### config.mk
export PLATFORM = sky130hd
export DESIGN_NAME = modbus_rtu_frame_receiver
export DESIGN_NICKNAME = d
export VERILOG_FILES = /design/src/sv/mbr_pkg.sv /design/src/sv/mbr_cfg.sv /design/src/sv/mbr_core.sv /design/src/sv/modbus_rtu_frame_receiver.sv
export SDC_FILE = /design/constraint.sdc
export NUM_CORES = 1
export LEC_CHECK = 0
export BUFFER_PORTS_ARGS = -buffer_cell sky130_fd_sc_hd__buf_2
export CAP_MARGIN = 5
export CORE_MARGIN = 2
export CORE_UTILIZATION = 55
export CTS_CLUSTER_DIAMETER = 100
export DETAILED_ROUTE_END_ITERATION = 10
export PLACE_DENSITY = 0.76
export REMOVE_ABC_BUFFERS = 1
export SYNTH_ARGS = -nofsm -noshare
export SYNTH_HDL_FRONTEND = slang
export SYNTH_SLANG_ARGS = --single-unit
### constraint.sdc
create_clock -name i_clk -period 7.69 [get_ports i_clk]
set_clock_uncertainty 0.15 [all_clocks]
set_input_delay 0.769 -clock i_clk [delete_from_list [all_inputs] [get_ports i_clk]]
set_output_delay 0.769 -clock i_clk [all_outputs]
set_load 0.01 [all_outputs]
### src/sv/mbr_pkg.sv
// ----------------------------------------------------------------------------
// mbr_pkg: shared types and constants of the Modbus RTU frame receiver
// Item layouts for both channels, field codes and the CRC-16 byte update.
// ----------------------------------------------------------------------------
package mbr_pkg;

    // Input item codes.
    localparam logic REQ_BYTE = 1'b0;
    localparam logic REQ_TICK = 1'b1;

    // Result item codes.
    localparam logic KIND_BYTE    = 1'b0;
    localparam logic KIND_VERDICT = 1'b1;

    localparam logic [1:0] STATUS_OK         = 2'd0;
    localparam logic [1:0] STATUS_CRC_ERR    = 2'd1;
    localparam logic [1:0] STATUS_INCOMPLETE = 2'd2;
    localparam logic [1:0] STATUS_OVERFLOW   = 2'd3;

    // Register indexes.
    localparam logic REG_SILENCE_TICKS = 1'b0;

    localparam logic [15:0] SILENCE_TICKS_RESET = 16'd80;
    localparam logic [15:0] CRC_INIT            = 16'hFFFF;
    localparam logic [15:0] CRC_POLY            = 16'hA001;
    localparam logic [15:0] SILENCE_MAX         = 16'hFFFF;
    localparam int unsigned MIN_GOOD_BYTES      = 4;

    typedef struct packed {
        logic       req_type;
        logic [7:0] rx_byte;
    } t_in_item;

    typedef struct packed {
        logic        kind;
        logic [7:0]  data_byte;
        logic [7:0]  byte_index;
        logic [1:0]  status;
        logic [31:0] good_frames;
        logic [31:0] crc_errors;
        logic [31:0] incomplete_frames;
        logic [31:0] overflows;
    } t_out_item;

    // Folds one byte into the Modbus CRC, LSB first, eight shift steps.
    function automatic logic [15:0] crc_fold(input logic [15:0] crc, input logic [7:0] b);
        logic [15:0] c;
        c = crc ^ {8'h00, b};
        for (int i = 0; i < 8; i++) begin
            if (c[0]) begin
                c = (c >> 1) ^ CRC_POLY;
            end else begin
                c = c >> 1;
            end
        end
        return c;
    endfunction

endpackage

### src/sv/mbr_cfg.sv
// ----------------------------------------------------------------------------
// mbr_cfg: configuration register file
// APB-style slave holding the T3.5 silence length in timer ticks.
// ----------------------------------------------------------------------------
module mbr_cfg (
    input  logic        i_clk,
    input  logic        i_rst_n,
    input  logic        psel,
    input  logic        penable,
    input  logic        pwrite,
    input  logic [2:0]  paddr,
    input  logic [31:0] pwdata,
    output logic [31:0] prdata,
    output logic        pready,
    output logic [15:0] o_silence_ticks
);
    import mbr_pkg::*;

    logic [15:0] r_silence_ticks;
    logic        wr_en;

    // The register index is the word address; byte offset bits are ignored.
    assign wr_en  = psel && penable && pwrite && (paddr[2] == REG_SILENCE_TICKS);
    assign pready = 1'b1;

    always_ff @(posedge i_clk) begin
        if (!i_rst_n) begin
            r_silence_ticks <= SILENCE_TICKS_RESET;
        end else if (wr_en) begin
            r_silence_ticks <= pwdata[15:0];
        end
    end

    always_comb begin
        prdata = '0;
        if (paddr[2] == REG_SILENCE_TICKS) begin
            prdata = {16'h0000, r_silence_ticks};
        end
    end

    assign o_silence_ticks = r_silence_ticks;

endmodule

### src/sv/mbr_core.sv
// ----------------------------------------------------------------------------
// mbr_core: frame state, CRC check and result register
// Updates frame state, one item per cycle unless stalled, and holds the result.
// ----------------------------------------------------------------------------
module mbr_core #(
    parameter int MAX_FRAME_BYTES = 256
) (
    input  logic               i_clk,
    input  logic               i_rst_n,
    input  logic [15:0]        i_silence_ticks,
    input  logic               i_in_valid,
    output logic               o_in_ready,
    input  mbr_pkg::t_in_item  i_in_item,
    output logic               o_out_valid,
    input  logic               i_out_ready,
    output mbr_pkg::t_out_item o_out_item
);
    import mbr_pkg::*;

    localparam int CW = $clog2(MAX_FRAME_BYTES + 1);

    localparam logic [1:0] MODE_IDLE = 2'd0;
    localparam logic [1:0] MODE_RECV = 2'd1;
    localparam logic [1:0] MODE_OVER = 2'd2;

    logic [1:0]    r_mode, n_mode;
    logic [CW-1:0] r_count, n_count;
    logic [15:0]   r_crc, n_crc;
    logic [7:0]    r_held0, n_held0;
    logic [7:0]    r_held1, n_held1;
    logic [15:0]   r_sil, n_sil;
    logic [31:0]   r_ok, n_ok;
    logic [31:0]   r_crc_err, n_crc_err;
    logic [31:0]   r_short, n_short;
    logic [31:0]   r_over, n_over;
    logic          r_out_valid;
    t_out_item     r_out;

    logic          accept;
    logic          res_valid;
    t_out_item     res;
    logic          store;
    logic [8:0]    count_ext;
    logic [15:0]   sil_inc;

    assign o_in_ready = !r_out_valid || i_out_ready;
    assign accept     = i_in_valid && o_in_ready;
    assign count_ext  = 9'(r_count);
    assign sil_inc    = (r_sil < SILENCE_MAX) ? r_sil + 16'd1 : r_sil;

    always_comb begin
        n_mode    = r_mode;
        n_count   = r_count;
        n_crc     = r_crc;
        n_held0   = r_held0;
        n_held1   = r_held1;
        n_sil     = r_sil;
        n_ok      = r_ok;
        n_crc_err = r_crc_err;
        n_short   = r_short;
        n_over    = r_over;
        res_valid = 1'b0;
        res       = '0;
        store     = 1'b0;

        if (accept) begin
            if (i_in_item.req_type == REQ_BYTE) begin
                n_sil = '0;
                // An idle block always holds a cleared frame, so a first byte
                // is stored the same way as any other.
                unique case (r_mode)
                    MODE_IDLE: store = 1'b1;
                    MODE_RECV: begin
                        if (r_count < CW'(MAX_FRAME_BYTES)) begin
                            store = 1'b1;
                        end else begin
                            n_mode = MODE_OVER;
                        end
                    end
                    default: store = 1'b0;
                endcase

                if (store) begin
                    n_mode  = MODE_RECV;
                    n_crc   = crc_fold(r_crc, i_in_item.rx_byte);
                    n_count = r_count + CW'(1);
                    if (count_ext >= 9'd2) begin
                        res_valid      = 1'b1;
                        res.kind       = KIND_BYTE;
                        res.data_byte  = r_held0;
                        res.byte_index = 8'(count_ext - 9'd2);
                        n_held0        = r_held1;
                        n_held1        = i_in_item.rx_byte;
                    end else if (!r_count[0]) begin
                        n_held0 = i_in_item.rx_byte;
                    end else begin
                        n_held1 = i_in_item.rx_byte;
                    end
                end
            end else if (r_mode != MODE_IDLE) begin
                n_sil = sil_inc;
                if (sil_inc >= i_silence_ticks) begin
                    res_valid = 1'b1;
                    res.kind  = KIND_VERDICT;
                    if (r_mode == MODE_OVER) begin
                        res.status = STATUS_OVERFLOW;
                        n_over     = r_over + 32'd1;
                    end else if (count_ext >= 9'(MIN_GOOD_BYTES)) begin
                        if (r_crc == 16'h0000) begin
                            res.status = STATUS_OK;
                            n_ok       = r_ok + 32'd1;
                        end else begin
                            res.status = STATUS_CRC_ERR;
                            n_crc_err  = r_crc_err + 32'd1;
                        end
                    end else begin
                        res.status = STATUS_INCOMPLETE;
                        n_short    = r_short + 32'd1;
                    end
                    res.good_frames       = n_ok;
                    res.crc_errors        = n_crc_err;
                    res.incomplete_frames = n_short;
                    res.overflows         = n_over;
                    n_mode  = MODE_IDLE;
                    n_count = '0;
                    n_crc   = CRC_INIT;
                    n_held0 = '0;
                    n_held1 = '0;
                    n_sil   = '0;
                end
            end
        end
    end

    always_ff @(posedge i_clk) begin
        if (!i_rst_n) begin
            r_mode      <= MODE_IDLE;
            r_count     <= '0;
            r_crc       <= CRC_INIT;
            r_held0     <= '0;
            r_held1     <= '0;
            r_sil       <= '0;
            r_ok        <= '0;
            r_crc_err   <= '0;
            r_short     <= '0;
            r_over      <= '0;
            r_out_valid <= 1'b0;
        end else begin
            r_mode    <= n_mode;
            r_count   <= n_count;
            r_crc     <= n_crc;
            r_held0   <= n_held0;
            r_held1   <= n_held1;
            r_sil     <= n_sil;
            r_ok      <= n_ok;
            r_crc_err <= n_crc_err;
            r_short   <= n_short;
            r_over    <= n_over;
            if (accept && res_valid) begin
                r_out_valid <= 1'b1;
            end else if (i_out_ready) begin
                r_out_valid <= 1'b0;
            end
        end
    end

    always_ff @(posedge i_clk) begin
        if (accept && res_valid) begin
            r_out <= res;
        end
    end

    assign o_out_valid = r_out_valid;
    assign o_out_item  = r_out;

endmodule

### src/sv/modbus_rtu_frame_receiver.sv
// ----------------------------------------------------------------------------
// modbus_rtu_frame_receiver: Modbus RTU receive framer with CRC-16 check
// Forwards frame bytes and gives one verdict with statistics per frame.
// ----------------------------------------------------------------------------
// Usage: the input channel carries received bytes and timer ticks. Each byte
// restarts the silence count and, unless the frame overflows, is folded into
// the CRC; each byte from the third on releases the byte received two
// positions earlier, so the two CRC bytes never leave. When silence_ticks
// ticks pass with no byte, one verdict item (ok, CRC error, incomplete or
// overflow) with the four wrapping frame counters follows; downstream keeps
// or drops the forwarded bytes by it.
// Timing: an item's result, if any, is valid in the output register in the
// cycle after the item is taken. One item per cycle is sustained while results
// are taken; the CRC byte update and the state update feed the state registers.
// Stall: while the output register holds an untaken item, a new item is
// accepted only in a cycle in which that item leaves.
// Reset: the frame state is idle, counters are zero and silence_ticks is 80.
// silence_ticks is written through the APB port at byte address 0.
// ----------------------------------------------------------------------------
module modbus_rtu_frame_receiver #(
    parameter int MAX_FRAME_BYTES = 256
) (
    input  logic               i_clk,
    input  logic               i_rst_n,
    input  logic               psel,
    input  logic               penable,
    input  logic               pwrite,
    input  logic [2:0]         paddr,
    input  logic [31:0]        pwdata,
    output logic [31:0]        prdata,
    output logic               pready,
    input  logic               i_in_valid,
    output logic               o_in_ready,
    input  mbr_pkg::t_in_item  i_in_item,
    output logic               o_out_valid,
    input  logic               i_out_ready,
    output mbr_pkg::t_out_item o_out_item
);
    import mbr_pkg::*;

    logic [15:0] silence_ticks;

    mbr_cfg u_cfg (
        .i_clk           (i_clk),
        .i_rst_n         (i_rst_n),
        .psel            (psel),
        .penable         (penable),
        .pwrite          (pwrite),
        .paddr           (paddr),
        .pwdata          (pwdata),
        .prdata          (prdata),
        .pready          (pready),
        .o_silence_ticks (silence_ticks)
    );

    mbr_core #(
        .MAX_FRAME_BYTES (MAX_FRAME_BYTES)
    ) u_core (
        .i_clk           (i_clk),
        .i_rst_n         (i_rst_n),
        .i_silence_ticks (silence_ticks),
        .i_in_valid      (i_in_valid),
        .o_in_ready      (o_in_ready),
        .i_in_item       (i_in_item),
        .o_out_valid     (o_out_valid),
        .i_out_ready     (i_out_ready),
        .o_out_item      (o_out_item)
    );

endmodule
==> flow_metrics.env, run 1 <==
export IMPL_most_frequently_used_cell_type_in_the_post_synthesis_netlist="nor2_1"
export IMPL_timing_max_transition_violations_final=0
export IMPL_worst_endpoint_arrival_ps=5930
export IMPL_detailedRoute_firstPassIterationCount=5
export IMPL_yosysTopAreaCellShare_pct=25.4
export IMPL_maxCapViolations=0
export IMPL_power_density_mw_per_mm2=196
export IMPL_outcome="finished clean"
export IMPL_clk_root_buffer_cell="clkbuf_16"
export IMPL_report_final_setup_viol=0
export IMPL_layout_area_overhead_vs_synth_pct=13.4
export IMPL_pin_count_of_the_biggest_net_entering_global_routing=223
export IMPL_yosys_warnings=0
export IMPL_synthesis_instances=1864
export IMPL_routed_wirelength_mm=39.4
export IMPL_cts_htree_levels=2
export IMPL_ys_async_sr_fraction_pct=0
export IMPL_max_freq_ghz=0.170
export IMPL_clock_sink_count=351
export IMPL_synth_flop_cell="dfxtp_1"
export IMPL_cts_buffers=38
export IMPL_layout_area_seq_mm2=0.00850
export IMPL_synth_cell_type_count=66
export IMPL_synth_enable_flop_cells=147
export IMPL_cp_end_kind="register"
export IMPL_post_synth_mux_area_share_pct=1.53
export IMPL_die_area_mm2=0.0330
export IMPL_layout_core_utilization_pct=62.9
export IMPL_cts_tree="done"
export IMPL_area_of_combinational_cells_with_multiple_inputs_mm2=0.00828
export IMPL_clkTransAtPathRegs_ps=60
export IMPL_initial_utilization_pct=55.5
export IMPL_post_synth_top_area_cell="edfxtp_1"
export IMPL_finalWeightedCongestion=0.843
export IMPL_synth_simple_gate_area_share_pct=20.5
export IMPL_track_usage_pct=23.4
export IMPL_ir_drop_v=0.000123
export IMPL_postCtsSetupBuffers=0
export IMPL_global_route_overflow_total=0
export IMPL_port_buffers=197
export IMPL_ant_nets=0
export IMPL_crit_path_top_delay_cell="nor4_2"
export IMPL_num_nets_final=2079
export IMPL_startpoint_of_the_worst_slack_reg_to_reg_timing_path="u_core.r_sil[3]"
export IMPL_syn_area_mm2=0.0174
export IMPL_grt_pass1_wl_mm=64.5
export IMPL_coreArea_mm2=0.0313
export IMPL_postSynthAreaPerCell_um2=9.32
export IMPL_synth_xor_area_share_pct=10.9
export IMPL_timing_hold_worst_class="register to register"
export IMPL_timing_setup_tns_ps=0
export IMPL_number_of_cells_upsized_or_downsized_after_cts=0
export IMPL_setup_worst_path_start_class="register"
export IMPL_seq_area_frac_synth_pct=48.9
export IMPL_shortest_period_the_worst_path_allows_ps=5890
export IMPL_hold_path_startpoint="u_cfg.o_silence_ticks[12]"
export IMPL_number_of_global_route_vias_before_repair=13300
export IMPL_required_ps=7730
export IMPL_fillers=2596
export IMPL_std_cell_rows=65
export IMPL_post_drt_wl_per_cell_um=16.2
export IMPL_hold_path_cell_count=2
export IMPL_via_count=14000
export IMPL_post_route_period_util_pct=76.6
export IMPL_crit_path_cell_trace="and4_1 > nand3_1 > nor4_2 > nor2_1 > and4_1 > xor2_1 > ha_1 > nand2_1 > nor4_1 > a21oi_1 > a21oi_1 > buf_4 > o21ai_0 > inv_6 > buf_12"
export IMPL_ys_seq_elements=351
export IMPL_die_w_um=182
export IMPL_leakagePower_nw=6.68
export IMPL_path_class="register to register"
export IMPL_maximum_single_stage_delay_on_the_critical_path_ps=710
export IMPL_synth_fa_ha_area_share_pct=1.87
export IMPL_hold_worst_slack_ps=304
export IMPL_synthesized_area_fraction_occupied_by_ao_oa_aoi_and_oai_cells_pct=12.2
export IMPL_dominant_combinational_cell_family_by_area_after_synthesis="simple AND/OR/NAND/NOR gates"
export IMPL_dp_hpwl_mm=25.7
export IMPL_unrepaired_setup_endpoints_after_global_routing="false"
export IMPL_floorplan_io_pins=233
export IMPL_critPathMaxFanout=87
export IMPL_die_ht_um=182
export IMPL_post_route_cells_drive_above_1_share_pct=14.4
export IMPL_post_synth_main_area_contributors="edfxtp_1 25%, dfxtp_1 24%, xnor2_1 6.9%"
export IMPL_antenna_violations_before_repair=0
export IMPL_worst_slew_pin_transition_ps=1070
export IMPL_cts_root_to_sink_buffers=3
export IMPL_clock_latency_on_the_worst_skew_pair_ps=520
export IMPL_drt_drc_violations_left=0
export IMPL_dr_first_iter_drc_count=1011
export IMPL_slew_headroom_pct=28.8
export IMPL_route_detailed_vias_per_inst=5.76
export IMPL_synth_top_cells_by_count="273 x nor2_1, 204 x dfxtp_1, 163 x nand2_1"
export IMPL_finalHoldViolations=0
export IMPL_critPathLaunch="u_core.r_sil[3]"
export IMPL_reg2regPathDepth=15
export IMPL_ctsHoldBuffers=0
export IMPL_num_antenna_cells=0
[sequential cells by signal, indices dropped and copies added, names as in the netlist]
name	count
u_cfg.o_silence_ticks	16
u_core.count_ext	9
u_core.o_out_item	147
u_core.o_out_valid	1
u_core.r_crc	16
u_core.r_crc_err	32
u_core.r_held0	8
u_core.r_held1	8
u_core.r_mode	2
u_core.r_ok	32
u_core.r_over	32
u_core.r_short	32
u_core.r_sil	16
[layout make-up]
cell class / instances / share of cell area, %
Inverter: 37 / 0.743
Clock buffer: 58 / 5.67
Timing Repair Buffer: 210 / 5.62
Multi-Input combinational cell: 1364 / 42.0
Sequential cell: 351 / 43.1
Tap cell: 402 / 2.55
Clock inverter: 10 / 0.298
[layout by cell type, fill, tap and decap left out, types with 5 or more instances in the layout]
master     count
nand4_1       35
or3_1         42
clkbuf_8       7
a22oi_1        8
a21oi_1      124
a2111oi_0     13
or2_2          6
nand3_1       78
xor2_1        80
and4_1        10
edfxtp_1     147
o21ai_0       53
clkbuf_16     39
mux2i_1       22
clkbuf_1      12
conb_1        17
xnor2_1      137
nor2b_1        5
buf_2        197
and3_1        28
o211ai_1      10
nand3b_1       8
inv_1         35
o31ai_1       26
dfxtp_1      204
or4_1         23
a211oi_1      52
nand2_1      162
nor2_1       273
nand2b_1      15
ha_1          26
buf_4         11
nor4_1        10
and2_1        13
nor3_1        27
o211a_1        5
a21o_1         6
[critical path: cells and delay by family (launching register included)]
kind	cells	cell delay, ps
flops	1	460
compound gates	3	630
xor+xnor	1	160
buf+inv	3	1280
simple gates	7	2500
fa+ha+maj	1	280
[per-stage QoR]
step                      setup WS (ps)  power, mW  instance area, µm²  instances
after floorplan                   -2330       2.11               16900       1752
after global placement             2050       2.17               18500       2364
after detailed placement           1890       2.18               18500       2364
after CTS                          1860       3.89               19700       2432
after global routing               1430       3.99               19700       2432
final                              1800       3.86               19700       2432
[metal layers]
metal  wire (µm)  global-route usage (%)  vias to the layer above
li1            -                       -                     6851
met2       18500                    39.2                      412
met1       17900                    31.6                     6666
met5           0                       0                        -
met3        2070                    3.41                       70
met4         922                    7.35                        0
[logic make-up after synthesis]
logic type	Yosys count
multiplexers	26
flip-flops	351
XOR/XNOR	217
buffers and inverters	164
adder cells (fa/ha/maj)	26
AND/OR/NAND/NOR	747
other	2
AO/OA/AOI/OAI	331
[final timing paths]
kind / endpoint / slack, ps
min: u_cfg.o_silence_ticks[12] / 300
min reg2reg: u_cfg.o_silence_ticks[12] / 300
max: u_core.o_out_item[24] / 1800
max reg2reg: u_core.o_out_item[24] / 1800
[where the power goes]
group / internal [mW] / total [mW] / leakage, nW / switching (mW)
logic: 0.0550 / 0.168 / 3.08 / 0.113
registers: 1.96 / 1.97 / 3.03 / 0.0134
clock network: 1.00 / 1.72 / 0.569 / 0.718
No activity file was read; power rests on OpenSTA's default activity.
==> inputs of run 2 (changes only) <==
--- a/config.mk
+++ b/config.mk
@@ -8,7 +8,7 @@
 export BUFFER_PORTS_ARGS = -buffer_cell sky130_fd_sc_hd__buf_2
 export CAP_MARGIN = 5
 export CORE_MARGIN = 2
-export CORE_UTILIZATION = 55
+export CORE_UTILIZATION = 53
 export CTS_CLUSTER_DIAMETER = 100
 export DETAILED_ROUTE_END_ITERATION = 10
 export PLACE_DENSITY = 0.76
==> constraint.sdc (replaced) <==
create_clock -name i_clk -period 5.4 [get_ports i_clk]
set_clock_uncertainty 0.15 [all_clocks]
set_input_delay 0.54 -clock i_clk [delete_from_list [all_inputs] [get_ports i_clk]]
set_output_delay 0.54 -clock i_clk [all_outputs]
set_load 0.01 [all_outputs]
==> run 2 against run 1 <==
Power up 46%; via count up 0.84%; register-to-register slack lost 1200 ps; combinational power rose by 45%; cell count increased by 2.5%; clock-buffer cell count is 11 lower; wire length increased by 0.39%; critical path depth is 2 lower; clock power up 49%; largest power group unchanged.
==> flow_metrics.env, run 2 (synthesized netlist as in run 1, its figures left out) <==
export IMPL_die_ht_um=185
export IMPL_layout_cells_most_common_list="273 x nor2_1, 204 x dfxtp_1, 197 x buf_2"
export IMPL_largest_reg_flops=147
export IMPL_crit_path_cell_trace="and4_1 > nand4_1 > nor3_1 > xnor2_1 > or2_2 > ha_1 > nand4_1 > nor4_1 > a21oi_1 > a21oi_1 > o21ai_0 > inv_6 > buf_4"
export IMPL_clock_sink_count=351
export IMPL_timing_max_transition_violations_final=0
export IMPL_report_final_setup_viol=0
export IMPL_finalWeightedCongestion=0.838
export IMPL_route_detailed_vias_per_inst=5.66
export IMPL_mostFrequentLayoutCell="nor2_1"
export IMPL_detailedRoute_firstPassIterationCount=5
export IMPL_antenna_violations_before_repair=0
export IMPL_via_count=14100
export IMPL_cp_end_kind="register"
export IMPL_port_buffers=197
export IMPL_power_density_mw_per_mm2=280
export IMPL_die_w_um=185
export IMPL_reg2regPathDepth=13
export IMPL_number_of_global_route_vias_before_repair=13300
export IMPL_path_class="register to register"
export IMPL_worstReg2RegEnd="u_core.o_out_item[111]"
export IMPL_critPathMaxFanout=25
export IMPL_finalHoldViolations=0
export IMPL_cts_root_to_sink_buffers=3
export IMPL_post_route_period_util_pct=88.5
export IMPL_number_of_cells_upsized_or_downsized_after_cts=0
export IMPL_max_freq_ghz=0.209
export IMPL_slew_headroom_pct=30.7
export IMPL_layout_area_overhead_vs_synth_pct=15.4
export IMPL_postCtsSetupBuffers=0
export IMPL_setup_worst_path_start_class="register"
export IMPL_dr_first_iter_drc_count=1073
export IMPL_required_ps=5440
export IMPL_worst_slew_pin_transition_ps=1040
export IMPL_coreArea_mm2=0.0324
export IMPL_maxCapViolations=0
export IMPL_worst_setup_path_endpoint="u_core.o_out_item[111]"
export IMPL_std_cell_rows=66
export IMPL_track_usage_pct=22.9
export IMPL_clk_root_buffer_cell="clkbuf_16"
export IMPL_layout_core_utilization_pct=61.9
export IMPL_post_route_cells_drive_above_1_share_pct=15.5
export IMPL_crit_path_top_delay_cell="nor4_1"
export IMPL_post_drt_wl_per_cell_um=15.9
export IMPL_shortest_period_the_worst_path_allows_ps=4780
export IMPL_die_area_mm2=0.0342
export IMPL_numPlacedInstances=2424
export IMPL_outcome="finished clean"
export IMPL_fillers=2769
export IMPL_r2r_setup_slack_ps=620
export IMPL_totalPowerFinal_mw=5.62
export IMPL_floorplan_io_pins=233
export IMPL_maximum_single_stage_delay_on_the_critical_path_ps=550
export IMPL_cts_tree="done"
export IMPL_setup_slack_after_layout_ps=620
export IMPL_global_route_overflow_total=0
export IMPL_clock_latency_on_the_worst_skew_pair_ps=540
export IMPL_cts_buffers=38
export IMPL_dp_hpwl_mm=26.5
export IMPL_routed_wirelength_mm=39.6
export IMPL_startpoint_of_the_worst_slack_reg_to_reg_timing_path="u_core.r_sil[4]"
export IMPL_unrepaired_setup_endpoints_after_global_routing="false"
export IMPL_leakagePower_nw=6.85
export IMPL_worst_endpoint_arrival_ps=4820
export IMPL_clkTransAtPathRegs_ps=60
export IMPL_pin_count_of_the_biggest_net_entering_global_routing=103
export IMPL_timing_hold_worst_class="input pin to register"
export IMPL_dpl_worst_slack_ps=687
export IMPL_ant_nets=0
export IMPL_drt_drc_violations_left=0
export IMPL_num_antenna_cells=0
export IMPL_hold_worst_slack_ps=98.3
export IMPL_ctsHoldBuffers=0
export IMPL_finish_cell_count_without_fillers=2493
export IMPL_critPathLaunch="u_core.r_sil[4]"
export IMPL_ir_drop_v=0.000199
export IMPL_grt_pass1_wl_mm=64.3
export IMPL_initial_utilization_pct=53.7
export IMPL_num_nets_final=2099
export IMPL_cts_htree_levels=2
-- run 2: worst min-delay path by stage --
stage	from	endpoint	cells past startpoint
final	pwdata[4]	u_cfg.o_silence_ticks[4]	3
after global routing	pwdata[4]	u_cfg.o_silence_ticks[4]	3
after CTS	pwdata[15]	u_cfg.o_silence_ticks[15]	3
after detailed placement	u_cfg.o_silence_ticks[2]	u_cfg.o_silence_ticks[2]	2
after global placement	u_cfg.o_silence_ticks[1]	u_cfg.o_silence_ticks[1]	2
after floorplan	u_cfg.o_silence_ticks[10]	u_cfg.o_silence_ticks[10]	2
-- run 2: stage by stage --
| stage | instance area, µm² | TNS (ps) |
|---|---|---|
| 6_report | 20000 | 0 |
| 3_3_place_gp | 18800 | 0 |
| 2_1_floorplan | 16900 | -1195220 |
| 3_5_place_dp | 18800 | 0 |
| 4_1_cts | 20000 | 0 |
| 5_1_grt | 20000 | 0 |
-- run 2: layout make-up --
type	instances	area [µm²]	area share, %
clock inverter	22	193	0.961
timing repair buffer	230	1350	6.71
inverter	37	146	0.730
tap	442	553	2.76
sequential	351	8500	42.4
multi-input combinational	1364	8280	41.3
clock buffer	47	1040	5.17
-- run 2: where the power goes --
| part | total [mW] | leakage [nW] | switching [mW] | internal, mW |
|---|---|---|---|---|
| Combinational | 0.244 | 3.21 | 0.161 | 0.0824 |
| Clock | 2.57 | 0.607 | 1.06 | 1.51 |
| Sequential | 2.80 | 3.03 | 0.0188 | 2.78 |
| Total | 5.62 | 6.85 | 1.24 | 4.38 |
-- run 2: worst max-delay path, delay by kind of cell (launching register included) --
family / cells / cell delay (ps)
adder cells (fa/ha/maj): 1 / 300
AO/OA/AOI/OAI: 3 / 760
flip-flops: 1 / 430
XOR/XNOR: 1 / 100
buffers and inverters: 2 / 720
AND/OR/NAND/NOR: 6 / 1960
-- run 2: layer usage --
metal	GRT usage, %	share of wire (%)	routed length, µm
met1	29.8	44	17400
met2	38.3	47	18600
met3	3.72	5.8	2310
met4	8.95	3.2	1250
met5	0	0	0
==> inputs of run 3 (changes only) <==
--- a/config.mk
+++ b/config.mk
@@ -7,12 +7,14 @@
 export LEC_CHECK = 0
 export BUFFER_PORTS_ARGS = -buffer_cell sky130_fd_sc_hd__buf_2
 export CAP_MARGIN = 5
+export CORE_ASPECT_RATIO = 1.25
 export CORE_MARGIN = 2
-export CORE_UTILIZATION = 53
+export CORE_UTILIZATION = 52
 export CTS_CLUSTER_DIAMETER = 100
 export DETAILED_ROUTE_END_ITERATION = 10
-export PLACE_DENSITY = 0.76
+export PLACE_DENSITY = 0.75
 export REMOVE_ABC_BUFFERS = 1
 export SYNTH_ARGS = -nofsm -noshare
 export SYNTH_HDL_FRONTEND = slang
+export SYNTH_HIERARCHICAL = 1
 export SYNTH_SLANG_ARGS = --single-unit
==> run 3 against run 2 <==
Global-route usage decreased by 1.8 points; synthesized cell count decreased by 2.5%; die area about the same; critical path depth increased by 3; via count decreased by 6.3%.
==> flow_metrics.env, run 3 <==
export IMPL_outcome="finished clean"
export IMPL_slew_headroom_pct=35.4
export IMPL_num_antenna_cells=0
export IMPL_layout_area_overhead_vs_synth_pct=15.6
export IMPL_cts_root_to_sink_buffers=3
export IMPL_number_of_cells_upsized_or_downsized_after_cts=0
export IMPL_internal_power_mw=4.69
export IMPL_power_sequential_fraction_pct=47.4
export IMPL_cts_tree="done"
export IMPL_largest_reg_flops=147
export IMPL_synth_flop_cell="dfxtp_1"
export IMPL_cts_htree_levels=2
export IMPL_synth_top_cells_by_count="262 x nor2_1, 204 x dfxtp_1, 185 x nand2_1"
export IMPL_std_cell_rows=74
export IMPL_finalWeightedCongestion=0.862
export IMPL_cp_num_cells=16
export IMPL_post_route_period_util_pct=88.6
export IMPL_initial_utilization_pct=52.4
export IMPL_port_buffers=197
export IMPL_worst_endpoint_arrival_ps=5040
export IMPL_leakagePower_nw=6.93
export IMPL_floorplan_io_pins=233
export IMPL_p_sw_share_pct=20.8
export IMPL_unrepaired_setup_endpoints_after_global_routing="false"
export IMPL_fin_area_mm2=0.0197
export IMPL_reg2regPathDepth=16
export IMPL_setup_slack_after_layout_ps=618
export IMPL_critPathMaxFanout=50
export IMPL_finalHoldViolations=0
export IMPL_shortest_period_the_worst_path_allows_ps=4780
export IMPL_layout_cells_most_common_list="261 x nor2_1, 204 x dfxtp_1, 197 x buf_2"
export IMPL_crit_buf_inv=3
export IMPL_placed_cell_area_mm2=0.0183
export IMPL_p_sw_mw=1.23
export IMPL_crit_path_cell_trace="ha_1 > and3_1 > and3_1 > nand4_1 > buf_4 > mux2_2 > ha_1 > nor2b_1 > o211a_1 > o311ai_1 > a31o_4 > inv_2 > buf_4 > nand4_1 > nand3_1 > o21ai_0"
export IMPL_setup_worst_path_start_class="register"
export IMPL_dp_hpwl_mm=25.0
export IMPL_timing_critical_path_max_delay_family="compound AO/OA/AOI/OAI gates"
export IMPL_drt_drc_violations_left=0
export IMPL_maximum_single_stage_delay_on_the_critical_path_ps=640
export IMPL_post_synth_top_area_cell="edfxtp_1"
export IMPL_timing_hold_worst_class="input pin to register"
export IMPL_postCtsSetupBuffers=0
export IMPL_dr_first_iter_drc_count=784
export IMPL_power_density_mw_per_mm2=301
export IMPL_die_w_um=166
export IMPL_syn_area_mm2=0.0170
export IMPL_crit_path_top_delay_cell="o311ai_1"
export IMPL_global_route_overflow_total=0
export IMPL_clock_latency_on_the_worst_skew_pair_ps=530
export IMPL_startpoint_of_the_worst_slack_reg_to_reg_timing_path="u_core/r_sil[0]"
export IMPL_max_freq_ghz=0.209
export IMPL_cts_buffers=37
export IMPL_ys_async_sr_fraction_pct=0
export IMPL_number_of_global_route_vias_before_repair=12900
export IMPL_clk_root_buffer_cell="clkbuf_16"
export IMPL_ir_drop_v=0.000269
export IMPL_r2r_setup_slack_ps=620
export IMPL_most_frequently_used_cell_type_in_the_post_synthesis_netlist="nor2_1"
export IMPL_hold_path_startpoint="pwdata[9]"
export IMPL_coreArea_mm2=0.0325
export IMPL_report_final_setup_viol=0
export IMPL_dpl_worst_slack_ps=664
export IMPL_ys_seq_elements=351
export IMPL_num_nets_final=2056
export IMPL_synth_cell_type_count=64
export IMPL_ctsHoldBuffers=0
export IMPL_post_synth_main_area_contributors="edfxtp_1 26%, dfxtp_1 24%, xnor2_1 6.2%"
export IMPL_fillers=2728
export IMPL_synthesis_instances=1817
export IMPL_track_usage_pct=21.1
export IMPL_timing_setup_tns_ps=0
export IMPL_antenna_violations_before_repair=0
export IMPL_post_drt_wl_per_cell_um=15.3
export IMPL_grt_pass1_wl_mm=60.4
export IMPL_clkTransAtPathRegs_ps=60
export IMPL_yosysTopAreaCellShare_pct=25.9
export IMPL_clockPowerShare_pct=48.5
export IMPL_clock_sink_count=351
export IMPL_seq_area_frac_synth_pct=49.9
export IMPL_worst_slew_pin_transition_ps=968
export IMPL_die_area_mm2=0.0343
export IMPL_post_route_cells_drive_above_1_share_pct=15.0
export IMPL_timing_max_transition_violations_final=0
export IMPL_die_ht_um=206
export IMPL_path_class="register to register"
export IMPL_via_count=13200
export IMPL_required_ps=5660
export IMPL_routed_wirelength_mm=37.0
export IMPL_mostFrequentLayoutCell="nor2_1"
export IMPL_hold_path_cell_count=3
export IMPL_layout_core_utilization_pct=60.6
export IMPL_whs_endpoint="u_cfg/o_silence_ticks[9]"
export IMPL_ant_nets=0
export IMPL_pwr_share_comb_pct=4.1
export IMPL_hold_worst_slack_ps=125
export IMPL_postSynthAreaPerCell_um2=9.38
export IMPL_synth_enable_flop_cells=147
export IMPL_detailedRoute_firstPassIterationCount=5
export IMPL_pin_count_of_the_biggest_net_entering_global_routing=113
export IMPL_worstReg2RegEnd="u_core/r_ok[30]"
export IMPL_yosys_warnings=6
export IMPL_route_detailed_vias_per_inst=5.45
export IMPL_cp_end_kind="register"
export IMPL_maxCapViolations=0
[run 3: power by group through the flow]
| stage | Sequential, mW | Combinational, mW | Clock (mW) |
|---|---|---|---|
| 3_5_place_dp | 2.87 | 0.242 | 0 |
| 3_3_place_gp | 2.87 | 0.236 | 0 |
| 2_1_floorplan | 2.88 | 0.132 | 0 |
| 6_report | 2.81 | 0.241 | 2.87 |
| 4_1_cts | 2.81 | 0.243 | 2.93 |
| 5_1_grt | 2.81 | 0.266 | 3.03 |
[run 3: layer usage]
layer,vias up,wire (µm),global-route usage [%]
met5,-,0,0
met2,307,18900,37.7
met4,0,1470,10.5
li1,6534,-,-
met1,6286,14900,24.5
met3,94,1750,3.52
[run 3: kinds of logic after synthesis]
logic type / Yosys count / share of synthesized area (%)
muxes: 37 / 2.19
and+or+nand+nor: 819 / 23.5
adders and majority gates: 25 / 1.84
xor gates and xnor gates: 239 / 12.3
DFF: 351 / 49.9
AOI/OAI and AO/OA: 198 / 6.44
buffers and inverters: 146 / 3.88
other: 2 / 0.0441
[run 3: area by class of cell]
cell class / count / area, µm² / share of cell area, %
timing repair buffer: 214 / 1180 / 5.97
sequential: 351 / 8500 / 43.1
inverter: 41 / 156 / 0.794
multi-input combinational: 1335 / 7960 / 40.4
tap: 418 / 523 / 2.65
clock buffer: 44 / 1000 / 5.10
clock inverter: 24 / 379 / 1.92
[run 3: worst max-delay path by stage]
stage | startpoint | endpoint | slack [ps]
after floorplan | u_core/r_sil[0] | u_core/o_out_item[0] | -5210
after global placement | u_core/r_sil[0] | u_core/r_ok[17] | 720
after detailed placement | u_core/r_sil[0] | u_core/r_ok[17] | 660
after CTS | u_core/r_sil[0] | u_core/r_ok[30] | 640
after global routing | u_core/r_sil[0] | u_core/r_ok[30] | 300
final | u_core/r_sil[0] | u_core/r_ok[30] | 620
[run 3: stage by stage]
step           power (mW)  std cells
4_1_cts              5.98       2427
3_5_place_dp         3.11       2359
2_1_floorplan        3.02       1727
6_report             5.92       2427
5_1_grt              6.11       2427
3_3_place_gp         3.10       2359
[run 3: worst min-delay path, stage by stage]
cell,delay (ps)
buf_2,90
nand2_1,50
mux2i_1,60
